$ cat src/hw/rtl/npc_pkg.sv
// ----------------------------------------------------------------------------
// npc_pkg
// Shared constants, codes and types of the nearest-prototype classifier.
// ----------------------------------------------------------------------------
package npc_pkg;

    // Sizing
    localparam int MAX_CLUSTERS = 256;
    localparam int MAX_VECTOR   = 64;
    localparam int ELEMENT_BITS = 16;

    localparam int CLUSTER_AW  = (MAX_CLUSTERS > 1) ? $clog2(MAX_CLUSTERS) : 1;
    localparam int VEC_AW      = (MAX_VECTOR > 1) ? $clog2(MAX_VECTOR) : 1;
    localparam int PROTO_DEPTH = MAX_CLUSTERS * MAX_VECTOR;
    localparam int PROTO_AW    = (PROTO_DEPTH > 1) ? $clog2(PROTO_DEPTH) : 1;
    localparam int LEN_W       = $clog2(MAX_VECTOR + 1);

    localparam int SCORE_W = 48;
    localparam int BIAS_W  = 32;
    localparam logic [SCORE_W-1:0] SCORE_MAX = '1;

    // Item modes
    localparam logic [1:0] MODE_PROTO  = 2'd0;
    localparam logic [1:0] MODE_BIAS   = 2'd1;
    localparam logic [1:0] MODE_SAMPLE = 2'd2;

    // Configuration register indexes
    localparam logic [1:0] CFG_CLUSTER_COUNT = 2'd0;
    localparam logic [1:0] CFG_VECTOR_LENGTH = 2'd1;
    localparam logic [1:0] CFG_USE_PRIOR     = 2'd2;

    localparam logic [8:0]  CLUSTER_COUNT_RST = 9'd16;
    localparam logic [10:0] VECTOR_LENGTH_RST = 11'd64;

    typedef struct packed {
        logic [1:0]  mode;
        logic [7:0]  cluster_index;
        logic [9:0]  element_index;
        logic [15:0] element_value;
        logic [31:0] bias_value;
        logic        last_element;
    } in_item_t;

    typedef struct packed {
        logic [7:0]  best_cluster;
        logic [47:0] best_score;
    } result_t;

    // Controller to datapath commands
    typedef struct packed {
        logic                  proto_we;
        logic                  bias_we;
        logic                  capture;
        logic                  issue;
        logic                  issue_first;
        logic                  issue_final;
        logic [CLUSTER_AW-1:0] issue_idx;
        logic                  clear_valid;
    } ctl_t;

    // Datapath to controller status
    typedef struct packed {
        logic pass_done;
    } st_t;

endpackage

$ cat src/hw/rtl/npc_ctrl.sv
// ----------------------------------------------------------------------------
// npc_ctrl
// Controller: decodes accepted items, walks the clusters of one sample
// element through the datapath and raises the result strobe.
// ----------------------------------------------------------------------------
module npc_ctrl
    import npc_pkg::*;
(
    input  logic                  clk,
    input  logic                  rst_n,
    input  logic                  start,
    input  logic [1:0]            mode,
    input  logic                  last_element,
    input  logic [CLUSTER_AW-1:0] n_last,
    input  st_t                   st,
    output ctl_t                  ctl,
    output logic                  busy,
    output logic                  result_valid
);

    typedef enum logic [1:0] {
        IDLE,
        ISSUE,
        DRAIN
    } state_t;

    state_t                state_reg, state_next;
    logic [CLUSTER_AW-1:0] cnt_reg, cnt_next;
    logic                  last_reg, last_next;
    logic                  done_reg, done_next;
    logic                  accept;

    assign accept = start && (state_reg == IDLE);
    assign busy   = (state_reg != IDLE);
    assign result_valid = done_reg;

    // Commands
    always_comb
    begin
        ctl             = '0;
        ctl.proto_we    = accept && (mode == MODE_PROTO);
        ctl.bias_we     = accept && (mode == MODE_BIAS);
        ctl.capture     = accept && (mode == MODE_SAMPLE);
        ctl.issue       = (state_reg == ISSUE);
        ctl.issue_idx   = cnt_reg;
        ctl.issue_first = (cnt_reg == '0);
        ctl.issue_final = (cnt_reg == n_last);
        ctl.clear_valid = (state_reg == DRAIN) && st.pass_done && last_reg;
    end

    // Next state
    always_comb
    begin
        state_next = state_reg;
        cnt_next   = cnt_reg;
        last_next  = last_reg;
        done_next  = 1'b0;
        case (state_reg)
            IDLE:
            begin
                if (accept && (mode == MODE_SAMPLE))
                begin
                    state_next = ISSUE;
                    cnt_next   = '0;
                    last_next  = last_element;
                end
            end
            ISSUE:
            begin
                if (cnt_reg == n_last)
                begin
                    state_next = DRAIN;
                end
                else
                begin
                    cnt_next = cnt_reg + 1'b1;
                end
            end
            DRAIN:
            begin
                if (st.pass_done)
                begin
                    state_next = IDLE;
                    done_next  = last_reg;
                end
            end
            default:
            begin
                state_next = IDLE;
            end
        endcase
    end

    // State and registered outputs
    always_ff @(posedge clk or negedge rst_n)
    begin
        if (!rst_n)
        begin
            state_reg <= IDLE;
            cnt_reg   <= '0;
            last_reg  <= 1'b0;
            done_reg  <= 1'b0;
        end
        else
        begin
            state_reg <= state_next;
            cnt_reg   <= cnt_next;
            last_reg  <= last_next;
            done_reg  <= done_next;
        end
    end

endmodule

$ cat config.mk
export PLATFORM = sky130hd
export DESIGN_NAME = npc_ctrl
export DESIGN_NICKNAME = d
export VERILOG_FILES = /design/src/hw/rtl/npc_pkg.sv /design/src/hw/rtl/npc_ctrl.sv
export SDC_FILE = /design/constraint.sdc
export NUM_CORES = 1
export LEC_CHECK = 0
export ABC_AREA = 1
export BUFFER_PORTS_ARGS = -buffer_cell sky130_fd_sc_hd__clkbuf_2
export CAP_MARGIN = 25
export CORE_UTILIZATION = 50
export CTS_CLUSTER_DIAMETER = 30
export CTS_CLUSTER_SIZE = 20
export DETAILED_ROUTE_END_ITERATION = 8
export GPL_ROUTABILITY_DRIVEN = 0
export PLACE_DENSITY = 0.9
export SLEW_MARGIN = 20
export SYNTH_ARGS = -nofsm -noshare
export SYNTH_HDL_FRONTEND = slang
export SYNTH_SLANG_ARGS = --single-unit
$ cat constraint.sdc
create_clock -name clk -period 2.7 [get_ports clk]
set_input_delay 0.135 -clock clk [delete_from_list [all_inputs] [get_ports clk]]
set_output_delay 0.135 -clock clk [all_outputs]
set_load 0.02 [all_outputs]
# == Word level (Yosys, flattened, before mapping) ==
# Index checks and enable logic that the tools add are counted.
# totals
ff_bits,12
output_inout_bits,17
# op_classes
add_sub_neg,1
n_eq_ne,9
muxes,9
reduce_logical,14
# op_table
op,n
2-to-1 mux 8 bit,2
case mux 8 bit (2 select lines),1
"adder 8 x 1 -> 8 bit, second input constant",1
== test 8 bit,1
logical NOT 8 bit,1
"inequality test 2 bit, second input constant",4
logical AND 1 bit,6
2-to-1 mux 2 bit,3
case mux 2 bit (3 select lines),1
AND reduction 3 bit,2
"== test 2 x 1 -> 1 bit, second input constant",2
"== test 2 bit, second input constant",2
logical NOT 2 bit,2
nonzero test 2 bit,2
2-to-1 mux 1 bit,2
AND reduction 2 bit,1

# == Longest topological paths before layout ==
# Gate-level depths: netlist of the first run.
# depth
depth_word,5
mapped_depth,10
depth_no_buf,10

# == Least setup slack after synthesis of the first run ==
# OpenSTA, ideal clock, no wires.
# synth_timing
path_kind,flip-flop to output port
start,register cnt_reg[0]
end,output port ctl[10] (netlist bit)
arrival_ps,1470
setup_slack_ps,1095
path_stages_with_launch,5
path_cell_list,dfrtp_1 inv_1 ha_1 nand2_1 nor4_1
# synth_rtl
element,line,text
from (decl),npc_ctrl.sv:28,"logic [CLUSTER_AW-1:0] cnt_reg, cnt_next;"
from (signal assigned),npc_ctrl.sv:107,cnt_reg <= cnt_next;
to (decl),npc_ctrl.sv:16,"output ctl_t ctl,"

==> results of run 1 <==
==> where the power goes <==
| group | switching, mW | total, mW | internal (mW) |
|---|---|---|---|
| combinational | 0.282 | 0.461 | 0.179 |
| clock | 0.0654 | 0.147 | 0.0821 |
| sequential | 0.0698 | 0.293 | 0.223 |
| total | 0.418 | 0.902 | 0.484 |
==> layout by cell type (no fill, tap or decap) <==
cell type,instances
nor2_8,1
nand2_1,43
inv_2,2
ha_1,2
nand3_2,1
clkbuf_4,3
dfrtp_1,12
nor2_2,1
nor3_1,2
nor3b_1,2
bufinv_8,1
nand2_4,2
nand2_8,1
nor2_4,1
clkbuf_8,1
inv_4,1
xnor2_1,3
nor4_1,1
inv_1,15
dlygate4sd3_1,1
nand2_2,2
nor2_1,7
clkbuf_2,31
o22ai_1,1
nand3_1,15
nor3_4,1
xnor2_2,1
xor2_1,3
==> layer usage <==
| layer | share of wire [%] | vias up | routed length, um |
|---|---|---|---|
| met3 | 4.4 | 8 | 94 |
| met2 | 55 | 36 | 1170 |
| met1 | 38 | 421 | 808 |
| li1 | - | 451 | - |
| met4 | 2.2 | 0 | 46 |
| met5 | 0 | - | 0 |
==> area by class of cell <==
type | count | area [um^2]
Timing Repair Buffer | 32 | 165
Inverter | 19 | 87.6
Clock buffer | 4 | 36.3
Tap cell | 25 | 31.3
Sequential cell | 12 | 300
Multi-Input combinational cell | 90 | 513
Fill cell | 153 | 593
==> worst max-delay path by stage <==
| stage | from | slack, ns | end | cells after the start |
|---|---|---|---|---|
| 6_report | cnt_reg[0]$_DFFE_PN0P_ | 1.03 | ctl[10] | 5 |
| 5_1_grt | cnt_reg[0]$_DFFE_PN0P_ | 0.90 | ctl[10] | 5 |
| 4_1_cts | cnt_reg[0]$_DFFE_PN0P_ | 1.03 | ctl[10] | 5 |
| 3_5_place_dp | cnt_reg[4]$_DFFE_PN0P_ | 1.29 | cnt_reg[4]$_DFFE_PN0P_ | 10 |
| 3_3_place_gp | cnt_reg[0]$_DFFE_PN0P_ | 1.34 | ctl[10] | 5 |
| 2_1_floorplan | cnt_reg[0]$_DFFE_PN0P_ | 1.09 | ctl[10] | 4 |
==> worst reg2reg max path, stage by stage, from the launching register on <==
cell,delay (ns)
dfrtp_1,0.45
inv_1,0.11
nand2_1,0.06
nand2_1,0.06
nand2_1,0.09
nor2_4,0.14
nand2_4,0.11
nand2_8,0.11
nand2_4,0.07
nand2_1,0.07
nand2_1,0.05
==> cell families after synthesis <==
kind of cell               synth area share, %
and+or+nand+nor                           44.9
buffers and inverters                     11.6
DFF                                       32.7
xor gates and xnor gates                  7.48
adders and majority gates                 2.72
AOI/OAI and AO/OA                        0.681
==> timing repair <==
action / CTS / global route
endpoints found under the setup margin: 0 / 0
endpoints found under the hold margin: 12 / 0
hold buffers: 1 / 0
buffers inserted: 0 / 0
==> metrics.txt, run 1 <==
first-pass GRT wire length=approximately 3400 um; CTS tree=yes; input/output buffers=31; DRT iter0 DRCs=14; routed len/inst=11.6 um; setup TNS=0 ns; final hold viol count=0; n_diodes=0; crit start category=flip-flop; critical path class=reg2out; row cnt=15; syn_nets=140; insertion delay to the later sink of the worst-skew pair=0.28 ns; number of flops mapped to enable cells by yosys=0; Reg2Reg Setup Slack=between 1 and 1.5 ns; Inserted Clock Buffers=3; Post-Syn Instances=123; clock edge transition at the registers on the reported setup and hold paths=0.07 ns; async set-reset flop share out of synthesis=between 90% and 100%; initial antenna violation count=0; Synth Area per Inst=7.48 um^2; WP buf/inv=2; grt ovf=0; actual slew at the worst max-slew pin=0.307 ns; Vias per Instance=5.03; final critical-path required period=approximately 1.7 ns; grt met3 use=7.60%; reg2reg start=cnt_reg[1]$_DFFE_PN0P_; crit path max-delay cell type=dfrtp_1; reg2reg path depth=10; number of synthesized register bits=12; Layout Cells excl Fill=182; post-synth top area share=32.7%; Max VDD drop=0.555 mV; DRT Wirelength=roughly 2100 um; Residual DRC=1; failing checks=design-rule violations; Finished Cell Area=1130 um^2; post-route setup slack=slightly above 1 ns; Hold Path End=last_reg$_DFFE_PN0P_; dominant cell type by area after synthesis=dfrtp_1; Hold Crit Start=last_element; dpl cell area=1090 um^2; share of layout cells above drive strength 1=31.8%; post_cts resized=0; Slew headroom=79.5%; top-count cell post-synth=nand2_1; H-Tree Depth=1; hold_ws=0.0609 ns; synth top area cells=dfrtp_1, nand2_1, nand3_1; ys flop type=dfrtp_1; CTS root buf=clkbuf_4; met2 Use GR=between 40 and 50%; warnings from Yosys=0; Worst path max stage delay=0.44 ns; Hold WC Path Type=in2reg; Initial Util=53.3%; core area=1730 um^2; largest net degree at the start of global routing=13; Yosys cell types=26; Die Wd=around 45 um; GR Layer Usage met1=approximately a quarter; PwrDens=between 700 and 800 nW/um^2; post-route ant nets=0; pre-CTS setup slack=1.29 ns; Layout Nets=175; leakage power=0.660 nW; CP cell instances=inv_1 -> ha_1 -> nand2_1 -> nor4_1 -> clkbuf_2; commonest cells in the netlist=nand2_1, inv_1, nand3_1; critical-path maximum fanout=6; Vias=about 920; final setup violation count=0; worst path required time=2.57 ns; number of max-cap violations=0; Die Y=44.9 um; post-layout util=65.7%; cell family with most CP delay=flip-flops; Worst EP arrival=1.53 ns; Clock Skew=0.00566 ns; clock sink count=12; Most Used Layer, Global Route=met2; # IOs=32; worst flop-to-flop path endpoint=cnt_reg[4]$_DFFE_PN0P_; Clock Path Buffers=2; GRT Total Usage=approximately a quarter; Worst Hold Depth=3; RSZ-0062 raised after global routing=no; status=complete, but fails checks; hpwl dp=1750 um; Final Max Slew Viols=0; fmax=roughly 0.60 GHz; Placed Instances=about 180; PnR Total Power=approximately 900 uW; Layout area overhead=23.3%; synthesized area=920 um^2; ratio of final minimum period to clock period=61.7%; DIE AREA=around 2000 um^2; sequential share of the synthesized area=32.7%; vias in the first global route=approximately 860; Setup crit end kind=output port; max FFs per register=8; DRT Pass-1 Iters=6
Power figures use the tool's default switching activity.
==> run 2: changes to the inputs <==
--- a/config.mk
+++ b/config.mk
@@ -5,15 +5,16 @@
 export SDC_FILE = /design/constraint.sdc
 export NUM_CORES = 1
 export LEC_CHECK = 0
-export ABC_AREA = 1
+export ABC_AREA = 0
 export BUFFER_PORTS_ARGS = -buffer_cell sky130_fd_sc_hd__clkbuf_2
 export CAP_MARGIN = 25
-export CORE_UTILIZATION = 50
+export CORE_ASPECT_RATIO = 0.7
+export CORE_UTILIZATION = 44
 export CTS_CLUSTER_DIAMETER = 30
 export CTS_CLUSTER_SIZE = 20
 export DETAILED_ROUTE_END_ITERATION = 8
 export GPL_ROUTABILITY_DRIVEN = 0
-export PLACE_DENSITY = 0.9
+export PLACE_DENSITY = 0.85
 export SLEW_MARGIN = 20
 export SYNTH_ARGS = -nofsm -noshare
 export SYNTH_HDL_FRONTEND = slang
==> constraint.sdc (replaced) <==
create_clock -name clk -period 1.4 [get_ports clk]
set_input_delay 0.07 -clock clk [delete_from_list [all_inputs] [get_ports clk]]
set_output_delay 0.07 -clock clk [all_outputs]
set_load 0.02 [all_outputs]
==> run 2 against run 1 <==
Against the previous run: the run ends with negative setup slack left; cell area grew 30%; via count grew 13%; wire length grew 57%; critical path type unchanged.
==> metrics.txt, run 2 <==
CTS root buf=clkbuf_4; status=complete, but fails checks; Hold WC Path Type=in2reg; PwrDens=around 1900 nW/um^2; Die Y=40.0 um; routed len/inst=19.1 um; Vias per Instance=5.95; insertion delay to the later sink of the worst-skew pair=0.28 ns; # IOs=32; Vias=1,036; fmax=0.554 GHz; commonest cells in the netlist=dfrtp_1, inv_1, nand2_1, xnor2_1; largest net degree at the start of global routing=13; final critical-path required period=1.81 ns; Inserted Clock Buffers=3; DRT Pass-1 Iters=4; Setup crit end kind=output port; Clock Path Buffers=2; synthesized area=908 um^2; row cnt=13; ys flop type=dfrtp_1; share of layout cells above drive strength 1=61.2%; Initial Util=47.7%; n_diodes=0; warnings from Yosys=0; Placed Instances=163; DRT Wirelength=3330 um; Layout Nets=170; hpwl dp=2000 um; Max VDD drop=1.41 mV; DIE AREA=2250 um^2; FILL cells=113; final hold viol count=0; number of max-cap violations=0; core area=1900 um^2; post-route setup slack=-0.405 ns; worst path required time=1.33 ns; ratio of final minimum period to clock period=129%; async set-reset flop share out of synthesis=100%; Post-Syn Instances=96; Residual DRC=0; final setup violation count=15; Slew headroom=a little over two thirds; setup TNS=-3.19 ns; sequential share of the synthesized area=33.1%; Die Wd=56.3 um; most frequent cells in the layout=clkbuf_2, buf_4, dfrtp_2, nand2_1; GRT Total Usage=30.2%; synth top area cells=dfrtp_1, xnor2_1, or4b_1; hold_ws=0.0375 ns; Clock Skew=0.0103 ns; first-pass GRT wire length=4620 um; Yosys cell types=33; Layout Cells excl Fill=174; Final Max Slew Viols=0; clock sink count=12; vias in the first global route=950; Synth Area per Inst=9.46 um^2; crit start category=flip-flop; number of synthesized register bits=12; leakage power=0.699 nW; critical path class=reg2out; clock edge transition at the registers on the reported setup and hold paths=0.09 ns; initial antenna violation count=0; Worst EP arrival=approximately 1.7 ns; number of flops mapped to enable cells by yosys=0; H-Tree Depth=1; CTS tree=yes; post-route ant nets=0; max FFs per register=8; critical-path maximum fanout=3; Layout area overhead=62.5%; actual slew at the worst max-slew pin=0.436 ns; failing checks=negative setup slack; RSZ-0062 raised after global routing=yes; syn_nets=about 110; grt ovf=0; post-synth top area share=33.1%; top-count cell post-synth=dfrtp_1; dominant cell type by area after synthesis=dfrtp_1; DRT iter0 DRCs=58; input/output buffers=31
## run 2: cell types whose count changed after synthesis, sizes merged, moves of 3 or more
cell | previous run | this run
a31oi | 0 | 4
nor2 | 10 | 2
o21ai | 0 | 4
mux2i | 0 | 3
xnor2 | 4 | 10
nand2 | 48 | 8
inv | 18 | 9
nand3 | 16 | 6
nor3 | 3 | 6
xor2 | 3 | 0
buf | 2 | 6
or4b | 0 | 5
## run 2: area by class of cell
cell class	count	area, um^2	area share [%]
repair buffers	58	402	27.2
clock buffers	4	26.3	1.78
inverters	9	41.3	2.80
flip-flops and latches	12	310	21.0
well taps	22	27.5	1.86
multi-input cells	69	669	45.3
## run 2: per-layer routing
metal  track usage, %  wire, um
met3             7.10       299
met2             58.9      1620
met1             33.3      1220
met4             13.4       195
met5                0         0
## run 2: worst max-delay path: stages (launching register included)
cell	delay, ns
dfrtp_2	0.44
inv_2	0.09
ha_4	0.13
or4b_4	0.47
nor4_4	0.15
buf_4	0.18
## run 2: worst paths after layout
path / start / endpoint / slack, ns / cells after the start
setup / recovery: cnt_reg[1]$_DFFE_PN0P_ / ctl[10] / -0.41 / 5
min in group asynchronous: rst_n / result_valid$_DFF_PN0_ / 0.20 / 2
hold / removal: last_element / last_reg$_DFFE_PN0P_ / 0.04 / 2
setup reg to reg: cnt_reg[1]$_DFFE_PN0P_ / cnt_reg[2]$_DFFE_PN0P_ / -0.35 / 5
max in group asynchronous: rst_n / cnt_reg[6]$_DFFE_PN0P_ / 0.94 / 2
hold reg to reg: last_reg$_DFFE_PN0P_ / last_reg$_DFFE_PN0P_ / 0.56 / 1
## run 2: report_power, final
| group | internal [mW] | switching (mW) | leakage (nW) |
|---|---|---|---|
| Combinational | 0.867 | 0.984 | 0.541 |
| Clock | 0.111 | 0.129 | 0.0150 |
| Sequential | 0.481 | 0.173 | 0.143 |
| Total | 1.46 | 1.29 | 0.699 |
## run 2: through the flow
step | setup slack, ns | instance area [um^2] | utilization [%] | total power, mW
after global placement | -0.196 | 1290 | 67.7 | 2.13
after CTS | -0.396 | 1430 | 75.3 | 2.58
after global routing | -0.450 | 1480 | 77.6 | 2.87
after floorplan | -0.204 | 1010 | - | 1.72
final | -0.405 | 1480 | 77.6 | 2.74
after detailed placement | -0.226 | 1290 | 67.7 | 2.22
## run 2: logic make-up (layout without fill, tap and decap cells)
kind of cell	Yosys count	after routing	share of synthesized area (%)
xor+xnor	10	10	11.3
flops	12	12	33.1
fa+ha+maj	2	2	2.75
buf+inv	15	71	9.50
compound gates	12	12	8.81
simple gates	40	40	28.8
mux	5	5	5.79
## run 2: timing repair
action,CTS,global route
pin swaps,5,4
resized for setup,20,14
setup buffers,4,2
endpoints found under the hold margin,12,0
setup endpoints to repair,16,18
hold buffers,1,0
